===== config.mk =====
export PLATFORM = sky130hd
export DESIGN_NAME = psc_out_buf
export DESIGN_NICKNAME = d
export VERILOG_FILES = /design/src/hw/rtl/psc_pkg.sv /design/src/hw/rtl/psc_out_buf.sv
export SDC_FILE = /design/constraint.sdc
export NUM_CORES = 1
export LEC_CHECK = 0
export BUFFER_PORTS_ARGS = -buffer_cell sky130_fd_sc_hd__buf_2
export CORE_UTILIZATION = 36
export DETAILED_ROUTE_END_ITERATION = 8
export GPL_TIMING_DRIVEN = 0
export PLACE_DENSITY = 0.67
export RECOVER_POWER = 50
export SLEW_MARGIN = 10
export SYNTH_ARGS = -nofsm -noshare
export SYNTH_HDL_FRONTEND = slang
export SYNTH_SLANG_ARGS = --single-unit

===== constraint.sdc =====
create_clock -name clk -period 9.35 [get_ports clk]
set_clock_uncertainty 0.2 [all_clocks]
set_input_delay 0.4675 -clock clk [delete_from_list [all_inputs] [get_ports clk]]
set_output_delay 0.4675 -clock clk [all_outputs]
set_load 0.02 [all_outputs]

===== src/hw/rtl/psc_pkg.sv =====
// Shared types and constants of the pretrigger snapshot capture block.
// Used by the channel interfaces, the controller, the datapath and the output buffer.
// Depends on nothing.
package psc_pkg;

	localparam int OPC_W       = 3;
	localparam int SMP_W       = 16;
	localparam int BACK_W      = 8;
	localparam int LEN_W       = 7;
	localparam int STAT_W      = 4;
	localparam int CNT_W       = 32;
	localparam int THR_W       = 15;
	localparam int MAX_RESULTS = 32;

	localparam logic [THR_W-1:0] THR_RESET = 15'd2000;

	// Opcodes of an input transaction.
	localparam logic [OPC_W-1:0] OP_SAMPLE   = 3'd0;
	localparam logic [OPC_W-1:0] OP_SERVICE  = 3'd1;
	localparam logic [OPC_W-1:0] OP_HISTORY  = 3'd2;
	localparam logic [OPC_W-1:0] OP_SNAPSHOT = 3'd3;
	localparam logic [OPC_W-1:0] OP_CLEAR    = 3'd4;

	// Status codes of an output transaction.
	localparam logic [STAT_W-1:0] ST_STORED    = 4'd0;
	localparam logic [STAT_W-1:0] ST_TRIGGER   = 4'd1;
	localparam logic [STAT_W-1:0] ST_SVC_IDLE  = 4'd2;
	localparam logic [STAT_W-1:0] ST_CAPTURED  = 4'd3;
	localparam logic [STAT_W-1:0] ST_HISTORY   = 4'd4;
	localparam logic [STAT_W-1:0] ST_SNAP_WORD = 4'd5;
	localparam logic [STAT_W-1:0] ST_REFUSED   = 4'd6;
	localparam logic [STAT_W-1:0] ST_EMPTY     = 4'd7;
	localparam logic [STAT_W-1:0] ST_CLEARED   = 4'd8;

	typedef enum logic [2:0] {
		S_IDLE,
		S_COPY,
		S_CFIN,
		S_HMOD,
		S_HOUT,
		S_DRD,
		S_DOUT
	} state_t;

	typedef enum logic [1:0] {
		DSEL_ZERO,
		DSEL_HIST,
		DSEL_SNAP
	} dsel_t;

	// Commands from the controller to the datapath.
	typedef struct packed {
		logic               do_sample;
		logic               do_clear;
		logic               svc_start;
		logic               copy_rd;
		logic               commit_snap;
		logic               hist_load;
		logic               rem_sub;
		logic               hist_rd;
		logic               snap_take;
		logic               drain_rd;
		logic               cnt_inc;
		logic               push;
		logic               last;
		logic [STAT_W-1:0]  code;
		dsel_t              dsel;
	} cmd_t;

	// Status from the datapath to the controller.
	typedef struct packed {
		logic trig;
		logic pending;
		logic snap_full;
		logic len_ok;
		logic len_zero;
		logic rem_ge;
		logic copy_last;
		logic drain_last;
	} stat_t;

	typedef struct packed {
		logic [STAT_W-1:0]       status;
		logic signed [SMP_W-1:0] data_value;
		logic                    last;
		logic [CNT_W-1:0]        trigger_total;
		logic [CNT_W-1:0]        snapshot_total;
	} res_t;

endpackage


===== src/hw/rtl/psc_out_buf.sv =====
// Output register with a skid stage for the pretrigger snapshot capture block.
// Depends on psc_pkg for the result type.
module psc_out_buf import psc_pkg::*; (
	input  logic clk,
	input  logic arst_n,
	input  logic push,
	input  res_t din,
	output logic can_push,
	output logic out_valid,
	input  logic out_ready,
	output res_t dout
);

	logic out_valid_q;
	logic skid_valid_q;
	res_t out_q;
	res_t skid_q;
	logic slot_free;

	assign slot_free = !out_valid_q || out_ready;
	assign can_push  = !skid_valid_q;
	assign out_valid = out_valid_q;
	assign dout      = out_q;

	always_ff @(posedge clk or negedge arst_n) begin
		if (!arst_n) begin
			out_valid_q  <= 1'b0;
			skid_valid_q <= 1'b0;
		end else if (slot_free) begin
			if (skid_valid_q) begin
				out_valid_q  <= 1'b1;
				skid_valid_q <= push;
			end else begin
				out_valid_q <= push;
			end
		end else if (push) begin
			skid_valid_q <= 1'b1;
		end
	end

	always_ff @(posedge clk) begin
		if (slot_free) begin
			if (skid_valid_q) begin
				out_q <= skid_q;
				if (push) skid_q <= din;
			end else if (push) begin
				out_q <= din;
			end
		end else if (push) begin
			skid_q <= din;
		end
	end

endmodule


; Word level (Yosys, flattened, before mapping)
; Index checks and enable logic that the tools add are counted.
[totals]
out_inout_bits = 87
word_cells = 28
register_bits = 172
[op_classes]
reduce_logical = 6
n_eq_ne = 1
muxes = 9
[ops]
columns = cell, count
row1 = two-way mux 85 bit, 5
row2 = two-way mux 1 bit, 4
row3 = nonzero test 2 bit, 2
row4 = zero test 1 bit, 2
row5 = != test 2 bit (second input constant), 1
row6 = AND reduction 2 bit, 1
row7 = logical OR 1 bit, 1

; Logic depth before layout (Yosys ltp)
[logic_depth]
ltp_word = 3
mapped_depth = 4
mapped_depth_nobuf = 2

; Least setup slack after synthesis
; No wires, ideal clock.
[synth_timing]
path_type = flip-flop to flip-flop
start = reg out_valid_q (netlist: out_valid)
end = reg out_q (netlist bit dout[0]), enable pin
t_arrival_ns = 4.176
n_path_buf = 0
period_less_slack_ns = 4.905
path_stages_with_launch = 3
path_slack_ns = 4.445
path_cell_list = dfrtp_1 nor2b_1 nor2_1
[synth_between]
elab_chain_len = 3
[synth_rtl]
columns = element, line_no
row1 = from (decl), psc_out_buf.sv:14  ; logic out_valid_q;
row2 = from (signal assigned), psc_out_buf.sv:34  ; out_valid_q <= push;
row3 = zero test 1 bit, psc_out_buf.sv:20  ; assign slot_free = !out_valid_q || out_ready;
row4 = logical OR 1 bit, psc_out_buf.sv:20
row5 = AND reduction 2 bit (no source line), --
row6 = to (signal assigned), psc_out_buf.sv:44  ; out_q <= skid_q;
row7 = to (signal assigned), psc_out_buf.sv:47  ; out_q <= din;
row8 = to (decl), psc_out_buf.sv:16  ; res_t out_q;
; No other way between the ends.
; A chain may end at the register's enable or synchronous reset.

; Final worst setup path
[layout_timing]
start = reg skid_valid_q
end = reg skid_q[63] (netlist name), enable pin
[layout_between]
elab_chain_len = 1
[layout_rtl]
columns = element, line_no
row1 = from (decl), psc_out_buf.sv:15  ; logic skid_valid_q;
row2 = from (signal assigned), psc_out_buf.sv:32  ; skid_valid_q <= push;
row3 = != test 2 bit (no source line), --
row4 = to (signal assigned), psc_out_buf.sv:45  ; if (push) skid_q <= din;
row5 = to (signal assigned), psc_out_buf.sv:50  ; skid_q <= din;
row6 = to (decl), psc_out_buf.sv:17  ; res_t skid_q;
; No other way between the ends.

==> metrics.json <==
{
  "grt": {
    "gr-usage-all-layers_pct": 13.5,
    "antenna_found_initial": 0,
    "grt_first_pass_wirelength_um": 18100,
    "grt_start_max_net_pins": 46,
    "first_global_vias": 3444,
    "gr-total-overflow": 0
  },
  "drt": {
    "drt_drc_violations_left": 0,
    "detail_route.wl_per_cell_um": 16.4,
    "detail-route-antenna-nets": 0,
    "detail_route.iter0.violations": 152,
    "drtPass1Iterations": 4,
    "post_drt_via_cell_ratio": 4.54,
    "drt-total-wl_um": 11600,
    "route.vias.total": 3208
  },
  "clocking": {
    "cts_root_buf": "sky130_fd_sc_hd__clkbuf_16",
    "cts_inserted_buffers": 17,
    "htree_num_levels": 4,
    "cts_num_sinks": 172,
    "clkLatencyLatePin_ps": 420,
    "cts_tree": "built",
    "clk_transition_reported_paths_ps": 60,
    "clk_path_buf_depth": 2
  },
  "timing": {
    "timing.max_slew.rel_slack_pct": 55.1,
    "final_period_minus_worst_setup_slack_ps": 3390,
    "timing.final.crit_share_pct": 36.3,
    "max_clock_freq_ghz": 0.295,
    "tightestPinTransition_ps": 673,
    "final-max-slew-violation-count": 0,
    "setup_ws_ps": 5960,
    "hold_viol": 0,
    "rsz0062_at_grt": "false",
    "setup-tns-final_ps": 0,
    "timing.final.setup_violations": 0
  },
  "critical_path": {
    "crit_path_start_kind": "flop",
    "critical-path-max-stage-delay_ps": 640,
    "arrival_ps": 3290,
    "cp_num_buf_inv": 4,
    "worst_path_dominant_cell_family": "buffers and inverters",
    "crit_chain": "clkbuf_1 -> clkbuf_1 -> clkbuf_1 -> o21a_4 -> buf_16",
    "crit_path_top_delay_cell": "sky130_fd_sc_hd__o21a_4",
    "cp_max_fo": 45,
    "path_common_cell": "sky130_fd_sc_hd__clkbuf_1",
    "required_ps": 9250,
    "critical_path_class": "reg2reg",
    "endpoint_kind": "flop"
  },
  "outcome": {
    "status": "finished clean"
  },
  "yosys": {
    "synth_seq_cells": 172,
    "synthDominantAreaCellType": "sky130_fd_sc_hd__edfxtp_1",
    "synth_cell_type_count": 12,
    "yosys_warnings": 0,
    "synth_cells": 274,
    "synthesis.area_per_instance_um2": 22.8,
    "synthesis.nets": 363,
    "synthesis.area_um2": 6250,
    "synth.area.top_cells": "sky130_fd_sc_hd__edfxtp_1, sky130_fd_sc_hd__mux2_2, sky130_fd_sc_hd__mux2_4",
    "post-synth-top-area-fraction_pct": 81.7,
    "synth.yosys.seq_area_share_pct": 82.5
  },
  "floorplan": {
    "die-width_um": 134,
    "chipHeight_um": 134,
    "core_ar_um2": 16800,
    "initial_utilization_pct": 37.3,
    "rows": 47,
    "dieArea_um2": 17900,
    "io-pin-count": 176
  },
  "cells_and_area": {
    "layout-area-overhead-vs-synth_pct": 26.4,
    "number_of_nets_at_the_end_of_the_flow": 562,
    "filler_cell_count": 1506,
    "most-common-layout-cells": "sky130_fd_sc_hd__edfxtp_1, sky130_fd_sc_hd__clkbuf_1, sky130_fd_sc_hd__mux2_2, sky130_fd_sc_hd__buf_2, sky130_fd_sc_hd__clkbuf_16",
    "layout.cell_area.non_filler_um2": 7900,
    "final_layout_size_suffix_gt1_share_pct": 36.4,
    "diode_insertion_count_for_antenna_repair": 0,
    "layout.cells.most_common": "sky130_fd_sc_hd__edfxtp_1"
  },
  "run": {
    "max-cap-violations": 0
  },
  "place": {
    "dp_slack_ps": 6920,
    "hpwl_um": 7960,
    "io_buffer_count": 175,
    "detailed_place.area_um2": 7510,
    "finalWeightedCongestion": 0.729
  },
  "power_and_ir_drop": {
    "cellPowerDensity_nw_per_um2": 236,
    "p_leak_nw": 2.72,
    "vdd.ir_drop.worst_uv": 119
  },
  "hold_path": {
    "worst_min_delay_path_category": "in2reg"
  }
}
==> kinds of logic after synthesis <==
logic type | Yosys count | share of synthesized area [%]
AOI/OAI and AO/OA | 1 | 0.120
adders and majority gates | 1 | 0.180
buffers and inverters | 11 | 1.16
DFF | 172 | 82.5
muxes | 85 | 15.7
and+or+nand+nor | 4 | 0.320
==> area by class of cell <==
cell class                      count  area (um2)  share of cell area [%]
Sequential cell                   172        5150                    65.2
Multi-Input combinational cell     91        1040                    13.1
Timing Repair Buffer              180         833                    10.5
Clock buffer                       19         433                    5.48
Tap cell                          220         275                    3.48
Clock inverter                     13         126                    1.60
Buffer                             10        37.5                   0.475
Inverter                            1        3.75                  0.0475
==> worst paths after layout <==
| kind | cells after the start | to | from | slack (ps) |
|---|---|---|---|---|
| hold reg to reg | 1 | dout[45] | skid_q[45] | 340 |
| setup reg to reg | 5 | skid_q[63] | skid_valid_q | 5960 |
| min in group asynchronous | 2 | out_valid | arst_n | 160 |
| max in group asynchronous | 2 | skid_valid_q | arst_n | 8660 |
| hold / removal | 1 | skid_q[1] | din[1] | 30 |
| setup / recovery | 5 | skid_q[63] | skid_valid_q | 5960 |
==> Yosys cell counts (all sizes together) <==
master and n:
nor2 2, inv 1, mux2 85, maj3 1, dfrtp 2, nor2b 1
o21a 1, nand2b 1, edfxtp 170, buf 10
==> timing repair <==
action,CTS,global route
buffers inserted,0,0
hold endpoints to repair,2,0
gates resized for setup,0,0
hold buffers,1,0
==> layer usage <==
metal / global-route usage, % / vias to the layer above / wire length (um)
met5: 0 / - / 0
met4: 6.38 / 0 / 206
met3: 5.37 / 16 / 911
met2: 21.5 / 115 / 5520
met1: 16.1 / 1582 / 4950
li1: - / 1495 / -
==> sequential cells by signal (all words and copies together), names as in the netlist <==
| register | count |
|---|---|
| skid_valid_q | 1 |
| dout | 85 |
| out_valid | 1 |
| skid_q | 85 |
==> report_power, final <==
part | total [mW] | switching [mW] | internal (mW)
combinational | 0.235 | 0.146 | 0.0895
sequential | 0.957 | 0.0170 | 0.940
clock | 0.671 | 0.281 | 0.390
total | 1.86 | 0.444 | 1.42
==> through the flow <==
stage / utilization [%] / total power [mW] / instances / hold slack [ps]
6_report: 47.1 / 1.86 / 706 / 33.7
4_1_cts: 48.2 / 1.90 / 706 / 11.8
5_1_grt: 47.1 / 1.93 / 706 / 14.2
3_3_place_gp: 44.2 / 1.22 / 669 / 52.7
2_1_floorplan: - / 1.13 / 274 / -28.1
3_5_place_dp: 44.8 / 1.23 / 673 / 55.9
Note: power is estimated with default switching activity, not from simulation.
