$ cat config.mk
export PLATFORM = sky130hd
export DESIGN_NAME = psc_ctrl
export DESIGN_NICKNAME = d
export VERILOG_FILES = /design/src/hw/rtl/psc_pkg.sv /design/src/hw/rtl/psc_ctrl.sv
export SDC_FILE = /design/constraint.sdc
export NUM_CORES = 1
export LEC_CHECK = 0
export ABC_CLOCK_PERIOD_IN_PS = 4200
export BUFFER_PORTS_ARGS = -buffer_cell sky130_fd_sc_hd__buf_4
export CORE_UTILIZATION = 35
export CTS_CLUSTER_DIAMETER = 150
export CTS_CLUSTER_SIZE = 14
export DETAILED_ROUTE_END_ITERATION = 10
export PLACE_DENSITY = 0.81
export SETUP_SLACK_MARGIN = 0.15
export SKIP_LAST_GASP = 1
export SYNTH_ARGS = -nofsm -noshare
export SYNTH_HDL_FRONTEND = slang
export SYNTH_SLANG_ARGS = --single-unit
$ cat constraint.sdc
create_clock -name clk -period 4.2 [get_ports clk]
set_clock_uncertainty 0.1 [all_clocks]
set_input_delay 0.84 -clock clk [delete_from_list [all_inputs] [get_ports clk]]
set_output_delay 0.84 -clock clk [all_outputs]
set_load 0.005 [all_outputs]
$ cat src/hw/rtl/psc_pkg.sv
// Shared types and constants of the pretrigger snapshot capture block.
// Used by the channel interfaces, the controller, the datapath and the output buffer.
// Depends on nothing.
package psc_pkg;

	localparam int OPC_W       = 3;
	localparam int SMP_W       = 16;
	localparam int BACK_W      = 8;
	localparam int LEN_W       = 7;
	localparam int STAT_W      = 4;
	localparam int CNT_W       = 32;
	localparam int THR_W       = 15;
	localparam int MAX_RESULTS = 32;

	localparam logic [THR_W-1:0] THR_RESET = 15'd2000;

	// Opcodes of an input transaction.
	localparam logic [OPC_W-1:0] OP_SAMPLE   = 3'd0;
	localparam logic [OPC_W-1:0] OP_SERVICE  = 3'd1;
	localparam logic [OPC_W-1:0] OP_HISTORY  = 3'd2;
	localparam logic [OPC_W-1:0] OP_SNAPSHOT = 3'd3;
	localparam logic [OPC_W-1:0] OP_CLEAR    = 3'd4;

	// Status codes of an output transaction.
	localparam logic [STAT_W-1:0] ST_STORED    = 4'd0;
	localparam logic [STAT_W-1:0] ST_TRIGGER   = 4'd1;
	localparam logic [STAT_W-1:0] ST_SVC_IDLE  = 4'd2;
	localparam logic [STAT_W-1:0] ST_CAPTURED  = 4'd3;
	localparam logic [STAT_W-1:0] ST_HISTORY   = 4'd4;
	localparam logic [STAT_W-1:0] ST_SNAP_WORD = 4'd5;
	localparam logic [STAT_W-1:0] ST_REFUSED   = 4'd6;
	localparam logic [STAT_W-1:0] ST_EMPTY     = 4'd7;
	localparam logic [STAT_W-1:0] ST_CLEARED   = 4'd8;

	typedef enum logic [2:0] {
		S_IDLE,
		S_COPY,
		S_CFIN,
		S_HMOD,
		S_HOUT,
		S_DRD,
		S_DOUT
	} state_t;

	typedef enum logic [1:0] {
		DSEL_ZERO,
		DSEL_HIST,
		DSEL_SNAP
	} dsel_t;

	// Commands from the controller to the datapath.
	typedef struct packed {
		logic               do_sample;
		logic               do_clear;
		logic               svc_start;
		logic               copy_rd;
		logic               commit_snap;
		logic               hist_load;
		logic               rem_sub;
		logic               hist_rd;
		logic               snap_take;
		logic               drain_rd;
		logic               cnt_inc;
		logic               push;
		logic               last;
		logic [STAT_W-1:0]  code;
		dsel_t              dsel;
	} cmd_t;

	// Status from the datapath to the controller.
	typedef struct packed {
		logic trig;
		logic pending;
		logic snap_full;
		logic len_ok;
		logic len_zero;
		logic rem_ge;
		logic copy_last;
		logic drain_last;
	} stat_t;

	typedef struct packed {
		logic [STAT_W-1:0]       status;
		logic signed [SMP_W-1:0] data_value;
		logic                    last;
		logic [CNT_W-1:0]        trigger_total;
		logic [CNT_W-1:0]        snapshot_total;
	} res_t;

endpackage

$ cat src/hw/rtl/psc_ctrl.sv
// Controller state machine of the pretrigger snapshot capture block.
// Depends on psc_pkg; drives the datapath through cmd_t and reads back stat_t.
module psc_ctrl import psc_pkg::*; (
	input  logic             clk,
	input  logic             arst_n,
	input  logic             in_valid,
	input  logic [OPC_W-1:0] in_opcode,
	input  stat_t            stat,
	input  logic             can_push,
	output logic             in_ready,
	output cmd_t             cmd
);

	state_t state_q;
	state_t state_d;
	logic   take;

	assign take = in_valid && can_push;

	always_ff @(posedge clk or negedge arst_n) begin
		if (!arst_n) begin
			state_q <= S_IDLE;
		end else begin
			state_q <= state_d;
		end
	end

	always_comb begin
		state_d = state_q;
		unique case (state_q)
			S_IDLE: begin
				if (take) begin
					unique case (in_opcode)
						OP_SERVICE: begin
							if (stat.pending && !stat.snap_full) state_d = S_COPY;
						end
						OP_HISTORY: state_d = S_HMOD;
						OP_SNAPSHOT: begin
							if (stat.snap_full && stat.len_ok && !stat.len_zero) state_d = S_DRD;
						end
						default: state_d = S_IDLE;
					endcase
				end
			end
			S_COPY: begin
				if (stat.copy_last) state_d = S_CFIN;
			end
			S_CFIN: begin
				if (can_push) state_d = S_IDLE;
			end
			S_HMOD: begin
				if (!stat.rem_ge) state_d = S_HOUT;
			end
			S_HOUT: begin
				if (can_push) state_d = S_IDLE;
			end
			S_DRD: state_d = S_DOUT;
			S_DOUT: begin
				if (can_push) state_d = stat.drain_last ? S_IDLE : S_DRD;
			end
			default: state_d = S_IDLE;
		endcase
	end

	always_comb begin
		cmd      = '0;
		cmd.last = 1'b1;
		cmd.code = ST_REFUSED;
		cmd.dsel = DSEL_ZERO;
		in_ready = 1'b0;
		unique case (state_q)
			S_IDLE: begin
				in_ready = can_push;
				if (take) begin
					unique case (in_opcode)
						OP_SAMPLE: begin
							cmd.do_sample = 1'b1;
							cmd.push      = 1'b1;
							cmd.code      = stat.trig ? ST_TRIGGER : ST_STORED;
						end
						OP_SERVICE: begin
							if (stat.pending && !stat.snap_full) begin
								cmd.svc_start = 1'b1;
							end else begin
								cmd.push = 1'b1;
								cmd.code = ST_SVC_IDLE;
							end
						end
						OP_HISTORY: cmd.hist_load = 1'b1;
						OP_SNAPSHOT: begin
							if (stat.snap_full && stat.len_ok) begin
								cmd.snap_take = 1'b1;
								if (stat.len_zero) begin
									cmd.push = 1'b1;
									cmd.code = ST_EMPTY;
								end
							end else begin
								cmd.push = 1'b1;
								cmd.code = ST_REFUSED;
							end
						end
						OP_CLEAR: begin
							cmd.do_clear = 1'b1;
							cmd.push     = 1'b1;
							cmd.code     = ST_CLEARED;
						end
						default: begin
							cmd.push = 1'b1;
							cmd.code = ST_REFUSED;
						end
					endcase
				end
			end
			S_COPY: begin
				cmd.copy_rd = 1'b1;
				cmd.cnt_inc = 1'b1;
			end
			S_CFIN: begin
				if (can_push) begin
					cmd.commit_snap = 1'b1;
					cmd.push        = 1'b1;
					cmd.code        = ST_CAPTURED;
				end
			end
			S_HMOD: begin
				if (stat.rem_ge) begin
					cmd.rem_sub = 1'b1;
				end else begin
					cmd.hist_rd = 1'b1;
				end
			end
			S_HOUT: begin
				cmd.push = can_push;
				cmd.code = ST_HISTORY;
				cmd.dsel = DSEL_HIST;
			end
			S_DRD: cmd.drain_rd = 1'b1;
			S_DOUT: begin
				cmd.code = ST_SNAP_WORD;
				cmd.dsel = DSEL_SNAP;
				cmd.last = stat.drain_last;
				if (can_push) begin
					cmd.push    = 1'b1;
					cmd.cnt_inc = !stat.drain_last;
				end
			end
			default: cmd = '0;
		endcase
	end

endmodule

**Yosys cells after proc, flatten, opt, wreduce, memory -nomap -nowiden**

Cells that the tools add are included.

- Reduce and logical (&&, ||, !) cells: 13
- Muxes and demuxes: 49
- Equality and inequality tests: 17

Operators by type and width:

| kind | count |
|---|---|
| two-way mux 3 bit | 12 |
| two-way mux 1 bit | 24 |
| case mux 4 bit (5 select lines) | 1 |
| case mux 3 bit (6 select lines) | 1 |
| case mux 4 bit (4 select lines) | 1 |
| equality test 3 x 2 -> 1 bit (second input constant) | 4 |
| equality test 3 bit (second input constant) | 4 |
| case mux 3 bit (3 select lines) | 1 |
| two-way mux 4 bit | 2 |
| inequality test 2 bit (second input constant) | 4 |
| AND reduction 7 bit | 1 |
| equality test 3 x 1 -> 1 bit (second input constant) | 2 |
| logical NOT 3 bit | 2 |
| inequality test 3 bit (second input constant) | 2 |
| OR reduction 6 bit | 1 |
| logical AND 1 bit | 4 |
| two-way mux 2 bit | 2 |
| case mux 1 bit (2 select lines) | 2 |
| case mux 1 bit (4 select lines) | 1 |
| case mux 2 bit (2 select lines) | 1 |
| logical NOT 1 bit | 3 |
| case mux 1 bit (3 select lines) | 1 |
| OR reduction 3 bit | 1 |
| inequality test 2 x 1 -> 1 bit (second input constant) | 1 |
| OR reduction 2 bit | 1 |

- Logic and storage cells: 80
- Input port bits: 15
- Register bits: 3
- Output and inout port bits: 20

**Longest topological paths before layout**

- Depth after elaboration: 6
- Mapped depth: 6
- Mapped depth without buffers: 4

**Worst setup path before layout**

OpenSTA, ideal clock, no wires.

- Path kind: input -> output
- From: input port in_opcode[0]
- To: output port cmd[2] (netlist bit)
- Arrival time: 1.774 ns
- Path buffers: 1
- Data required time: 3.260 ns
- Slack: 1.486 ns
- Cell stages on the path: 5
- Cells stage by stage: clkbuf_1 -> nand3b_1 -> nor4_4 -> a22oi_1 -> a2bb2oi_2

RTL lines:

| item | line | RTL |
|---|---|---|
| start: declaration | psc_ctrl.sv:7 | `input logic [OPC_W-1:0] in_opcode,` |
| end: declaration | psc_ctrl.sv:11 | `output cmd_t cmd` |

==> impl_metrics.csv <==
group,metric,value,unit
run_status,outcome,"finished, final reports clean",
critical_path,critPathLaunch,"state_q[1]$_DFFE_PN0P_",
clock_network,insertion_delay,0.24,ns
grt,met3_usage,0.0543,
grt,grt_max_degree,19,
clock_network,cts_hold_buffers,0,
grt,gr-usage-met2,0.355,
yosys,synthTopCellsByCount,"nor3_1 (10), nor2_1 (7), inv_1 (4), nand2_1 (4)",
clock_network,cts_setup_buffers,0,
yosys,syn_area,532,µm²
grt,grt_pass1_wl,2.46,mm
critical_path,r2r_end,"state_q[1]$_DFFE_PN0P_",
yosys,synth_edf_count,0,
final_layout,drive_gt1_frac,0.381,
power_and_ir_drop,leakage,0.360,nW
sta,setup_viol,0,
place,hpwl,1.25,mm
clock_network,cts_sinks,3,
critical_path,regToRegSetupSlack,2.40,ns
grt,gr-usage-met1,0.285,
grt,grtUsageTotal,0.217,
place,io_buffers,34,
place,dp.cells,116,
drt,avgViaCountPerCell,5.86,
floorplan,fp.dieH,41.0,µm
sta,slew_headroom,0.656,
critical_path,worst_setup_path_start_kind,"register",
critical_path,crit_type,"reg2out",
floorplan,die_area,0.00168,mm²
final_layout,top_regs,"state_q x3",
clock_network,cts_made_buffers,3,
critical_path,r2r_start,"state_q[1]$_DFFE_PN0P_",
critical_path,path_max_fanout,18,
drt,post-route-drc-count,0,
grt,grt_pass1_vias,563,
clock_network,clockBufferDepth,2,
grt,grt_most_used_layer,"met2",
sta,final.period_utilization,0.706,
yosys,netlist_instances,75,
clock_network,clockRootBuffer,"clkbuf_4",
sta,worstMarginPinSlew,0.511,ns
final_layout,top_register,"state_q",
floorplan,coreArea,0.00135,mm²
clock_network,path_clk_slew,0.04,ns
yosys,yosysMostFrequentCell,"nor3_1",
drt,drt-wirelength-per-cell,13.5,µm
clock_network,postCtsResizedCells,0,
final_layout,instances_no_fill,120,
yosys,ys_seq_elements,3,
final_layout,final_cell_area,783,µm²
sta,hold_viol,0,
sta,final.min_clock_period,2.97,ns
yosys,async_reset_ff_frac,1.00,
critical_path,cp.required,3.26,ns
place,place_congestion,0.838,
sta,maxSlewViolCount,0,
final_layout,area_delta_synth_final,47.3,%
power_and_ir_drop,pwr_density_cell,417,mW/mm²
final_layout,largest_reg_flops,3,
yosys,yosysSeqAreaShare,0.141,
drt,postRouteAntennaNets,0,
yosys,netlist_top_cells_area,"dfrtp_1 (14%), nor3_1 (9.4%), nor2_1 (4.9%)",
critical_path,crit_arrival,2.03,ns
yosys,synth_top_area_cell,"dfrtp_1",
sta,fin_setup_tns,0,ns
sta,rsz0062_at_grt,"no",
final_layout,insertedDiodeCount,0,
drt,first_iter_violations,32,
place,dpl-instance-area,757,µm²
yosys,synth-main-ff-cell,"dfrtp_1",
drt,wirelength,1.62,mm
clock_network,htreeDepth,1,
run,cap_violations,0,
grt,antenna_found_initial,0,
hold_path,hold_path_class,"in2async",
floorplan,start_util,0.394,
floorplan,design.portCount,35,
clock_network,cts_tree,"done",
yosys,avgSynthCellArea,7.09,µm²
sta,max_clock_freq,0.337,GHz
critical_path,critPathCaptureType,"output port",
yosys,yosysTopAreaCellShare,0.141,
floorplan,die_w,41.0,µm
drt,dr_total_vias,703,
yosys,yosysWarningCount,0,
yosys,ys_types,31,
critical_path,worstRegToRegCells,4,
power_and_ir_drop,vdd_drop_max,0.205,mV
yosys,synth_nets,90,
grt,overflow,0,
floorplan,fp-row-count,13,
drt,first_pass_iters,4,
final_layout,fin_nets,121,
[worst max-delay path, stage by stage, from the launching register on]
cell       delay [ns]
dfrtp_1          0.55
or3_1            0.53
nor4b_2          0.33
a22oi_1          0.13
a2bb2oi_2        0.13
buf_4            0.11
[cell families after synthesis]
group / after synthesis / share of synthesized area
AOI/OAI and AO/OA: 19 / 0.273
buffers and inverters: 12 / 0.120
DFF: 3 / 0.141
and+or+nand+nor: 41 / 0.466
[report_power, final]
part	total (mW)	internal, mW	switching [mW]	leakage [nW]
logic	0.202	0.0970	0.105	0.305
clock network	0.0520	0.0357	0.0163	0.0150
registers	0.0731	0.0379	0.0352	0.0406
[cell usage in the layout (no fill, tap or decap), types with 2 or more instances in the layout]
cell type	instances
buf_4	34
nor3_1	10
nor2_1	7
inv_1	4
nand2_1	4
nand2b_1	3
nor2b_1	3
nor4_1	3
o22ai_1	3
a21oi_1	3
and3_1	3
o32ai_1	3
clkbuf_4	3
dfrtp_1	3
a21o_1	2
nor4b_1	2
[metal layers]
layer,vias up,wire length [µm]
li1,344,-
met1,330,719
met2,29,815
met3,0,88
met4,0,0
met5,-,0
[per-stage QoR]
step	utilization	setup WS [ns]	hold slack [ns]	total power [mW]
CTS	0.580	1.25	0.278	0.325
global placement	0.561	1.42	0.529	0.269
finish	0.580	1.23	0.281	0.327
detailed placement	0.561	1.39	0.533	0.271
floorplan	-	1.49	0.444	0.219
global route	0.580	1.11	0.275	0.352
[area by class of cell]
class	instances	area (µm²)
Clock buffer	4	26.3
Fill cell	142	567
Inverter	4	15.0
Multi-Input combinational cell	60	393
Sequential cell	3	75.1
Tap cell	15	18.8
Timing Repair Buffer	34	255
[worst max-delay path by stage]
| stage | slack [ns] | cells after the start | end |
|---|---|---|---|
| detailed placement | 1.39 | 6 | cmd[2] |
| CTS | 1.25 | 5 | cmd[2] |
| floorplan | 1.49 | 5 | cmd[2] |
| global placement | 1.42 | 6 | cmd[2] |
| global route | 1.11 | 5 | cmd[2] |
| finish | 1.23 | 5 | cmd[2] |
No activity file was read; power rests on OpenSTA's default activity.
